## config.mk

```make
export PLATFORM = sky130hd
export DESIGN_NAME = rtcm3_frame_sync_crc24
export DESIGN_NICKNAME = d
export VERILOG_FILES = /design/src/rtl/rtcm3fs_pkg.sv /design/src/rtl/rtcm3_frame_sync_crc24.sv /design/src/rtl/rtcm3fs_framer.sv /design/src/rtl/rtcm3fs_out_stage.sv
export SDC_FILE = /design/constraint.sdc
export NUM_CORES = 1
export LEC_CHECK = 0
export ABC_AREA = 1
export BUFFER_PORTS_ARGS = -buffer_cell sky130_fd_sc_hd__buf_2
export CORE_MARGIN = 2
export CORE_UTILIZATION = 50
export DETAILED_ROUTE_END_ITERATION = 10
export PLACE_DENSITY = 0.72
export SKIP_CTS_REPAIR_TIMING = 1
export SLEW_MARGIN = 5
export SYNTH_ARGS = -nofsm -noshare
export SYNTH_HDL_FRONTEND = slang
export SYNTH_SLANG_ARGS = --single-unit
```

## constraint.sdc

```tcl
create_clock -name clk_i -period 3.17 [get_ports clk_i]
set_input_delay 0.1585 -clock clk_i [delete_from_list [all_inputs] [get_ports clk_i]]
set_output_delay 0.1585 -clock clk_i [all_outputs]
set_load 0.01 [all_outputs]
```

## src/rtl/rtcm3fs_pkg.sv

```systemverilog
// Shared types, constants and the CRC-24Q byte update for the RTCM3 framer.
package rtcm3fs_pkg;

  localparam logic [7:0]  PREAMBLE      = 8'hD3;
  localparam logic [7:0]  RESERVED_MASK = 8'hFC;
  localparam logic [24:0] CRC_POLY      = 25'h1864CFB;
  localparam logic [23:0] CRC_START     = 24'h000000;

  typedef enum logic [2:0] {
    PH_HUNT = 3'd0,
    PH_HDR1 = 3'd1,
    PH_HDR2 = 3'd2,
    PH_BODY = 3'd3,
    PH_CRC0 = 3'd4,
    PH_CRC1 = 3'd5,
    PH_CRC2 = 3'd6
  } phase_e;

  typedef struct packed {
    logic       kind;
    logic [7:0] payload_byte;
    logic [9:0] byte_index;
    logic [9:0] frame_length;
    logic       crc_ok;
    logic       last;
  } result_t;

  // Eight bit-serial CRC steps, unrolled into one byte update.
  function automatic logic [23:0] crc_byte(input logic [23:0] crc, input logic [7:0] b);
    logic [24:0] c;
    c = {1'b0, crc ^ {b, 16'h0000}};
    for (int k = 0; k < 8; k++) begin
      c = {c[23:0], 1'b0};
      if (c[24]) begin
        c = c ^ CRC_POLY;
      end
    end
    return c[23:0];
  endfunction

endpackage

```

## src/rtl/rtcm3_frame_sync_crc24.sv

```systemverilog
// Top level: input byte register, frame state machine and result register.
// An accepted byte passes the input byte register, then the combinational framer, then the result register.
// Throughput: one byte per cycle while the output is not stalled; the CRC-24Q byte update is one unrolled stage.
// Bytes without a result (hunt, header, first two CRC bytes) produce no output transaction.
// Reset (asynchronous, active low) empties both registers and restarts the hunt.
module rtcm3_frame_sync_crc24 import rtcm3fs_pkg::*; (
  input  logic       clk_i,
  input  logic       rst_ni,
  input  logic       in_valid_i,
  output logic       in_stall_o,
  input  logic [7:0] data_byte_i,
  output logic       out_valid_o,
  input  logic       out_stall_i,
  output logic       kind_o,
  output logic [7:0] payload_byte_o,
  output logic [9:0] byte_index_o,
  output logic [9:0] frame_length_o,
  output logic       crc_ok_o,
  output logic       last_o
);

  logic       in_valid_q;
  logic [7:0] in_byte_q;
  logic       out_ready;
  logic       fire;
  logic       res_valid;
  result_t    res;
  result_t    res_out;

  assign fire       = in_valid_q && out_ready;
  assign in_stall_o = in_valid_q && !out_ready;

  always_ff @(posedge clk_i or negedge rst_ni) begin
    if (!rst_ni) begin
      in_valid_q <= 1'b0;
    end else if (!in_stall_o) begin
      in_valid_q <= in_valid_i;
    end
  end

  always_ff @(posedge clk_i) begin
    if (!in_stall_o && in_valid_i) begin
      in_byte_q <= data_byte_i;
    end
  end

  rtcm3fs_framer u_framer (
    .clk_i       (clk_i),
    .rst_ni      (rst_ni),
    .fire_i      (fire),
    .byte_i      (in_byte_q),
    .res_valid_o (res_valid),
    .res_o       (res)
  );

  rtcm3fs_out_stage u_out (
    .clk_i       (clk_i),
    .rst_ni      (rst_ni),
    .load_i      (fire),
    .res_valid_i (res_valid),
    .res_i       (res),
    .out_stall_i (out_stall_i),
    .ready_o     (out_ready),
    .out_valid_o (out_valid_o),
    .res_o       (res_out)
  );

  assign kind_o         = res_out.kind;
  assign payload_byte_o = res_out.payload_byte;
  assign byte_index_o   = res_out.byte_index;
  assign frame_length_o = res_out.frame_length;
  assign crc_ok_o       = res_out.crc_ok;
  assign last_o         = res_out.last;

endmodule

```

## src/rtl/rtcm3fs_framer.sv

```systemverilog
// Frame state machine: preamble hunt, header decode, payload count and CRC check.
module rtcm3fs_framer import rtcm3fs_pkg::*; (
  input  logic       clk_i,
  input  logic       rst_ni,
  input  logic       fire_i,
  input  logic [7:0] byte_i,
  output logic       res_valid_o,
  output result_t    res_o
);

  phase_e      phase_q, phase_d;
  logic [9:0]  frame_len_q, frame_len_d;
  logic [9:0]  count_q, count_d;
  logic [23:0] crc_q, crc_d;
  logic [15:0] rcv_high_q, rcv_high_d;
  logic [9:0]  count_inc;
  logic [23:0] crc_upd;

  assign count_inc = count_q + 10'd1;
  assign crc_upd   = crc_byte(crc_q, byte_i);

  always_ff @(posedge clk_i or negedge rst_ni) begin
    if (!rst_ni) begin
      phase_q     <= PH_HUNT;
      frame_len_q <= '0;
      count_q     <= '0;
      crc_q       <= CRC_START;
      rcv_high_q  <= '0;
    end else if (fire_i) begin
      phase_q     <= phase_d;
      frame_len_q <= frame_len_d;
      count_q     <= count_d;
      crc_q       <= crc_d;
      rcv_high_q  <= rcv_high_d;
    end
  end

  always_comb begin
    phase_d     = phase_q;
    frame_len_d = frame_len_q;
    count_d     = count_q;
    crc_d       = crc_q;
    rcv_high_d  = rcv_high_q;
    res_valid_o = 1'b0;
    res_o       = '0;
    case (phase_q)
      PH_HDR1: begin
        if ((byte_i & RESERVED_MASK) != 8'h00) begin
          phase_d = PH_HUNT;
        end else begin
          frame_len_d = {byte_i[1:0], 8'h00};
          crc_d       = crc_upd;
          phase_d     = PH_HDR2;
        end
      end
      PH_HDR2: begin
        frame_len_d = {frame_len_q[9:8], byte_i};
        crc_d       = crc_upd;
        count_d     = '0;
        phase_d     = ({frame_len_q[9:8], byte_i} == 10'd0) ? PH_CRC0 : PH_BODY;
      end
      PH_BODY: begin
        crc_d              = crc_upd;
        res_valid_o        = 1'b1;
        res_o.payload_byte = byte_i;
        res_o.byte_index   = count_q;
        count_d            = count_inc;
        if (count_inc == frame_len_q) begin
          phase_d = PH_CRC0;
        end
      end
      PH_CRC0: begin
        rcv_high_d = {byte_i, 8'h00};
        phase_d    = PH_CRC1;
      end
      PH_CRC1: begin
        rcv_high_d = {rcv_high_q[15:8], byte_i};
        phase_d    = PH_CRC2;
      end
      PH_CRC2: begin
        res_valid_o        = 1'b1;
        res_o.kind         = 1'b1;
        res_o.frame_length = frame_len_q;
        res_o.crc_ok       = ({rcv_high_q, byte_i} == crc_q);
        res_o.last         = 1'b1;
        phase_d            = PH_HUNT;
      end
      default: begin
        // Hunting; unused phase codes land here as well.
        phase_d = PH_HUNT;
        if (byte_i == PREAMBLE) begin
          crc_d       = crc_byte(CRC_START, byte_i);
          frame_len_d = '0;
          count_d     = '0;
          rcv_high_d  = '0;
          phase_d     = PH_HDR1;
        end
      end
    endcase
  end

  a_body_len_nonzero: assert property (@(posedge clk_i) disable iff (!rst_ni)
    (phase_q == PH_BODY) |-> (frame_len_q != 10'd0))
    else $error("payload phase entered with zero length");

  a_body_count_in_range: assert property (@(posedge clk_i) disable iff (!rst_ni)
    (phase_q == PH_BODY) |-> (count_q < frame_len_q))
    else $error("payload count ran past frame length");

  a_end_returns_to_hunt: assert property (@(posedge clk_i) disable iff (!rst_ni)
    (fire_i && phase_q == PH_CRC2) |=> (phase_q == PH_HUNT))
    else $error("frame end did not resume the hunt");

endmodule

```

## src/rtl/rtcm3fs_out_stage.sv

```systemverilog
// Result register that holds a finished result until downstream takes it.
module rtcm3fs_out_stage import rtcm3fs_pkg::*; (
  input  logic    clk_i,
  input  logic    rst_ni,
  input  logic    load_i,
  input  logic    res_valid_i,
  input  result_t res_i,
  input  logic    out_stall_i,
  output logic    ready_o,
  output logic    out_valid_o,
  output result_t res_o
);

  logic    valid_q;
  result_t res_q;

  assign ready_o     = !valid_q || !out_stall_i;
  assign out_valid_o = valid_q;
  assign res_o       = res_q;

  always_ff @(posedge clk_i or negedge rst_ni) begin
    if (!rst_ni) begin
      valid_q <= 1'b0;
    end else if (ready_o) begin
      valid_q <= load_i && res_valid_i;
    end
  end

  always_ff @(posedge clk_i) begin
    if (ready_o && load_i && res_valid_i) begin
      res_q <= res_i;
    end
  end

endmodule
```

==> impl_metrics.toml, run 1 <==
[outcome]
status = "completed"

[synth]
synthArstFlopShare_pct = 63.1
ys_seq_area_share_pct = 45.6
synth_edf_count = 38
synthesis.instances = 696
ys_types = 50
postSynthAreaPerCell_um2 = 8.72
yosys_warnings = 0
synth_nets = 711
ys_ff_latch = 103
synth-main-ff-cell = "dfrtp_1"
synth_area_um2 = 6070

[placement]
gp_routability_congestion = 0.955
dp_hpwl_um = 11400
portBuffers = 44

[cells_and_area]
area.growth.synth_to_final_pct = 12.2
mostFrequentLayoutCells = "nand2_1 (113), inv_1 (92), nand3_1 (66)"
drive_above_1_share_pct = 18.1
nNetsFinal = 765
final_common_cell = "nand2_1"
antenna_cells = 0

[die]
num_io_pins = 45
fp.dieW_um = 114
dieArea_um2 = 13000
design.core.area_um2 = 11900
dieHeight_um = 114
initial_core_util_pct = 51.0
rows = 40

[route]
dr.pass1.iters = 5
antenna_left = 0
drc = 0
num_vias = 5077
wirelength_um = 15500
drtIter0Drc = 489
routed_via_density = 5.63
wire_per_inst_um = 17.2
routed.top_layer = "met4"
wl_met2_um = 7270
met3_length_um = 1000
wl_met1_um = 6880

[cts]
clock_latency_ns = 0.36
cts_buffers = 9
clock_path_buffers = 2
h-tree-depth = 3
clock-sinks = 103
cts_tree = "built"
root_buffer = "clkbuf_16"
clk_pin_slew_ns = 0.07

[power]
ir_drop_mv = 0.314
powerDensity_nw_per_um2 = 631
power_leakage_uw = 0.00307

[timing]
hold_violations = 0
timing.hold.ws_ns = 0.0164
slew_violations = 0
rsz0062_at_grt = "false"
skew_ns = 0.0136
period_minus_slack_ns = 2.56
fmax_ghz = 0.391
setup_viol = 0
slew_headroom_pct = 43.6
period_share_pct = 80.6
worst_pin_slew_ns = 0.845
timing.setup.tns_ns = 0

[hold_path]
min_path_type = "input pin to flip-flop"
whs_path_depth = 1
hold_start = "data_byte_i[5]"
whs_endpoint = "in_byte_q[5]$_DFFE_PP_"

[setup_path]
cp.required_ns = 3.40
rr_worst_depth = 12
worstSetupEndpointType = "flip-flop"
worstReg2RegStart = "in_byte_q[6]$_DFFE_PP_"
r2r-end = "u_framer.crc_q[13]$_DFFE_PN0P_"
path_class = "flip-flop to flip-flop"
reg2reg_slack_ns = 0.61
cp-start-kind = "flip-flop"
cp_data_arrival_time_ns = 2.78
crit_path_max_fanout = 8

[global_routing]
grt_pass1_wl_um = 25200
grt_pass1_vias = 4758
overflow = 0
grt_max_degree = 31
antenna_found_initial = 0
grtUsageTotal_pct = 25.1

[run]
max_cap_viol_count = 0
==> worst max path at each step <==
stage / slack (ns) / startpoint / endpoint
2_1_floorplan: 0.008 / u_framer.phase_q[2]$_DFFE_PN0P_ / u_out.res_o[10]$_SDFFCE_PN0P_
3_3_place_gp: 0.69 / in_byte_q[2]$_DFFE_PP_ / u_framer.crc_q[5]$_DFFE_PN0P_
3_5_place_dp: 0.65 / in_byte_q[6]$_DFFE_PP_ / u_framer.crc_q[7]$_DFFE_PN0P_
4_1_cts: 0.64 / in_byte_q[6]$_DFFE_PP_ / u_framer.crc_q[7]$_DFFE_PN0P_
5_1_grt: 0.36 / in_byte_q[2]$_DFFE_PP_ / u_framer.crc_q[14]$_DFFE_PN0P_
6_report: 0.61 / in_byte_q[6]$_DFFE_PP_ / u_framer.crc_q[13]$_DFFE_PN0P_
==> area by class of cell <==
| type | count | area (um2) |
|---|---|---|
| Tap cell | 147 | 184 |
| Clock inverter | 5 | 42.5 |
| Clock buffer | 11 | 243 |
| Fill cell | 1056 | 5100 |
| Sequential cell | 103 | 2770 |
| Timing Repair Buffer | 63 | 383 |
| Inverter | 105 | 397 |
| Multi-Input combinational cell | 468 | 2800 |
==> where the power goes <==
part / internal [uW] / switching, uW / leakage (uW) / total (uW)
Clock: 565 / 517 / 0.000142 / 1080
Combinational: 560 / 1000 / 0.00197 / 1560
Sequential: 1510 / 146 / 0.000959 / 1660
==> metrics by stage <==
step / utilization [%] / instance area [um2] / std cells / power, uW / worst slack [ns]
finish: 57.2 / 6810 / 902 / 4300 / 0.614
global route: 57.2 / 6810 / 902 / 4520 / 0.365
CTS: 56.5 / 6730 / 894 / 4260 / 0.638
detailed placement: 54.1 / 6450 / 878 / 3180 / 0.651
global placement: 54.1 / 6450 / 878 / 3120 / 0.691
floorplan: - / 6070 / 696 / 2840 / 0.00806
==> cell families (layout without fill, tap and decap cells) <==
logic type,after synthesis,after routing,share of synthesized area [%]
compound gates,99,99,10.2
xor+xnor,63,63,9.65
fa+ha+maj,3,3,0.618
buf+inv,125,184,8.41
flops,103,103,45.6
simple gates,303,303,25.5
==> layer usage <==
metal	vias to the layer above	global-route usage [%]
met4	0	10.6
li1	2386	-
met2	201	39.2
met1	2454	35.0
met5	-	0
met3	36	3.92
==> registers in the layout, indices dropped and copies added, names as in the netlist <==
name and count:
in_byte_q 8, in_valid_q 1, u_framer.count_q 10, u_framer.crc_q 24, u_framer.frame_len_q 10, u_framer.phase_q 3, u_framer.rcv_high_q 16, u_out.out_valid_o 1
u_out.res_o 30
==> cells in the mapped netlist, types with 2 or more instances <==
| library cell | n | area (um2) |
|---|---|---|
| nor3_1 | 3 | 15.0 |
| nor2_2 | 4 | 25.0 |
| a21oi_2 | 3 | 26.3 |
| o21ai_0 | 47 | 235 |
| or2_2 | 3 | 18.8 |
| nand3_4 | 7 | 123 |
| o221ai_1 | 2 | 17.5 |
| nand3_2 | 10 | 100 |
| o21ai_1 | 3 | 15.0 |
| o22ai_1 | 10 | 62.6 |
| and2_1 | 2 | 12.5 |
| dfrtp_1 | 65 | 1630 |
| clkbuf_1 | 7 | 26.3 |
| nor2_1 | 59 | 221 |
| xor2_1 | 43 | 377 |
| buf_2 | 7 | 35.0 |
| xnor2_1 | 17 | 149 |
| nand4_1 | 6 | 37.5 |
| o31ai_1 | 2 | 15.0 |
| edfxtp_1 | 38 | 1140 |
| a22oi_1 | 6 | 45.0 |
| a21oi_1 | 9 | 45.0 |
| nand2_4 | 7 | 78.8 |
| inv_1 | 92 | 345 |
| ha_1 | 3 | 37.5 |
| nand2_2 | 14 | 87.6 |
| inv_2 | 11 | 41.3 |
| nand3b_1 | 5 | 37.5 |
| nand3_1 | 66 | 330 |
| o211ai_1 | 4 | 30.0 |
| a221oi_1 | 3 | 26.3 |
| a22o_1 | 2 | 17.5 |
| buf_4 | 4 | 30.0 |
| xor2_2 | 2 | 32.5 |
| nand2_1 | 113 | 424 |
| or2_1 | 2 | 12.5 |
| buf_6 | 2 | 22.5 |
==> critical path, stage by stage, from the launching register on <==
cell and delay, ns:
edfxtp_1 0.53, inv_2 0.12, ha_1 0.39, xor2_2 0.19
or2_1 0.26, nand2_2 0.08, nand2_1 0.06, nand2_2 0.08
xor2_2 0.24, xor2_1 0.17, nor2_1 0.05, o21ai_0 0.17
o21ai_0 0.10
Note: power is estimated with default switching activity, not from simulation.
==> run 2, diff against run 1 <==
--- a/config.mk
+++ b/config.mk
@@ -10,7 +10,7 @@
 export CORE_MARGIN = 2
 export CORE_UTILIZATION = 50
 export DETAILED_ROUTE_END_ITERATION = 10
-export PLACE_DENSITY = 0.72
+export PLACE_DENSITY = 0.69
 export SKIP_CTS_REPAIR_TIMING = 1
 export SLEW_MARGIN = 5
 export SYNTH_ARGS = -nofsm -noshare
==> constraint.sdc (replaced) <==
create_clock -name clk_i -period 2.5 [get_ports clk_i]
set_input_delay 0.125 -clock clk_i [delete_from_list [all_inputs] [get_ports clk_i]]
set_output_delay 0.125 -clock clk_i [all_outputs]
set_load 0.01 [all_outputs]
==> run 2 against run 1 <==
Against the previous run: the run now ends with hold timing left; non-clock buffer count rose by 19; die area unchanged; setup slack got worse by 0.50 ns; largest cell class unchanged; routed wire length is 1.1% lower; critical path depth is 3 lower; clock power grew 28%; cell count up 2.1%.
==> impl_metrics.toml, run 2 (synthesized netlist as in run 1, its figures left out) <==
[power]
swShare_pct = 38.2
pwr-share-seq_pct = 38.4
ir_drop_mv = 0.659
p_sw_uw = 2070
power_leakage_uw = 0.00316
comb_power_share_pct = 36.1
clkPwrFrac_pct = 25.5
internal_power_uw = 3350
powerDensity_nw_per_um2 = 774

[die]
initial_core_util_pct = 51.0
design.core.area_um2 = 11900
rows = 40
fp.dieW_um = 114
dieArea_um2 = 13000
num_io_pins = 45
dieHeight_um = 114

[setup_path]
cpPeakStageDelay_ns = 0.56
r2r-end = "u_framer.crc_q[15]$_DFFE_PN0P_"
worstReg2RegStart = "in_byte_q[5]$_DFFE_PP_"
cp.required_ns = 2.71
rr_worst_depth = 9
reg2reg_slack_ns = 0.11
path_class = "flip-flop to flip-flop"
endpoint = "u_framer.crc_q[15]$_DFFE_PN0P_"
crit_path_max_fanout = 10
crit_chain = "nor3_1, nand3_1, nand2_1, and2_1, inv_2, a21oi_2, inv_2, nor2_1, a22oi_1"
worst_path_max_delay_cell = "edfxtp_1"
cp-start-kind = "flip-flop"
worstSetupEndpointType = "flip-flop"
crit_start = "in_byte_q[5]$_DFFE_PP_"
cp_data_arrival_time_ns = 2.60
cp_common_cell = "inv_2"

[global_routing]
grtUsageTotal_pct = 24.9
antenna_found_initial = 0
grt_pass1_vias = 4946
overflow = 0
grt_max_degree = 36
grt_pass1_wl_um = 24900

[placement]
portBuffers = 44
gp_routability_congestion = 0.961
dp_hpwl_um = 11700
placed_cells = 896

[cells_and_area]
nNetsFinal = 784
fill_cells = 1075
area.growth.synth_to_final_pct = 15.2
instances_no_fill = 921
drive_above_1_share_pct = 20.2
largest_reg_flops = 30
final_common_cell = "nand2_1"
mostFrequentLayoutCells = "nand2_1 (113), inv_1 (92), nand3_1 (66)"
antenna_cells = 0

[cts]
cts_buffers = 9
cts_tree = "built"
root_buffer = "clkbuf_16"
h-tree-depth = 3
clock_latency_ns = 0.36
clk_pin_slew_ns = 0.08
clock_path_buffers = 2
clock-sinks = 103

[outcome]
status = "finished, violations left"
violations = "hold timing"

[route]
num_vias = 5077
antenna_left = 0
drc = 0
routed_via_density = 5.51
drtIter0Drc = 540
wirelength_um = 15400
dr.pass1.iters = 5
wire_per_inst_um = 16.7

[run]
max_cap_viol_count = 0

[timing]
period_share_pct = 95.5
fmax_ghz = 0.419
slew_violations = 0
timing.setup.tns_ns = 0
setup_viol = 0
period_minus_slack_ns = 2.39
hold_violations = 1
worst_pin_slew_ns = 0.758
timing.hold.ws_ns = -0.000275
rsz0062_at_grt = "false"
skew_ns = 0.00956
slew_headroom_pct = 49.5

[hold_path]
min_path_type = "input pin to flip-flop"
[run 2: changes by cell type in the layout (fill, tap and decap cells not counted)]
| cell | change |
|---|---|
| inv_6 | +1 |
| clkinv_2 | -1 |
| dlygate4sd3_1 | +1 |
| clkinvlp_4 | +3 |
| buf_4 | +17 |
| clkbuf_8 | -1 |
| xor2_4 | +1 |
| nor2_2 | -1 |
| nor2_4 | +1 |
| clkinv_8 | +1 |
| clkbuf_1 | -1 |
| xor2_2 | -1 |
| clkinv_4 | -2 |
| buf_12 | +1 |
[run 2: metrics by stage]
stage	cell area [um2]	util, %	power (uW)	setup slack (ns)
6_report	6990	58.7	5420	0.112
3_3_place_gp	6600	55.4	3960	0.247
4_1_cts	6890	57.9	5410	0.181
3_5_place_dp	6600	55.4	4020	0.196
2_1_floorplan	6080	-	3600	0.164
5_1_grt	6990	58.7	5740	0.00902
[run 2: worst min-delay path by stage]
| stage | depth (start not counted) | slack [ns] | from | to |
|---|---|---|---|---|
| CTS | 1 | -0.15 | rst_ni | u_framer.rcv_high_q[15]$_DFFE_PN0P_ |
| global route | 3 | 0.02 | in_valid_i | in_valid_q$_DFFE_PN0N_ |
| detailed placement | 1 | 0.24 | rst_ni | u_framer.count_q[6]$_DFFE_PN0P_ |
| global placement | 1 | 0.23 | rst_ni | u_framer.count_q[2]$_DFFE_PN0P_ |
| finish | 3 | -0.0003 | in_valid_i | in_valid_q$_DFFE_PN0N_ |
| floorplan | 0 | -0.17 | rst_ni | in_valid_q$_DFFE_PN0N_ |
[run 2: cell type report]
type                       count  area (um2)  area share (%)
multi-input combinational    468        2810            40.2
sequential                   103        2770            39.6
timing repair buffer          82         541            7.73
inverter                     105         397            5.67
clock buffer                   9         225            3.22
tap                          147         184            2.63
clock inverter                 7        67.6           0.966
[run 2: worst max-delay path: cells and delay by family (launching register included)]
family / cells / cell delay (ns)
AOI/OAI and AO/OA: 2 / 0.33
buffers and inverters: 2 / 0.19
DFF: 1 / 0.56
and+or+nand+nor: 5 / 1.15
[run 2: power groups by stage]
stage	Combinational (uW)	Sequential, uW	Clock (uW)
after floorplan	1540	2050	0
after global placement	1860	2100	0
after detailed placement	1910	2110	0
after CTS	1920	2070	1410
after global routing	2180	2100	1470
final	1960	2080	1380
[run 2: metal layers]
metal  vias to the layer above  global-route usage, %  wire length (um)  part of all wire (%)
li1                       2425                      -                 -                     -
met1                      2444                   32.9              6760                    44
met2                       175                   41.1              7390                    48
met3                        33                   4.45               861                   5.6
met4                         0                   9.27               373                   2.4
met5                         -                      0                 0                     0
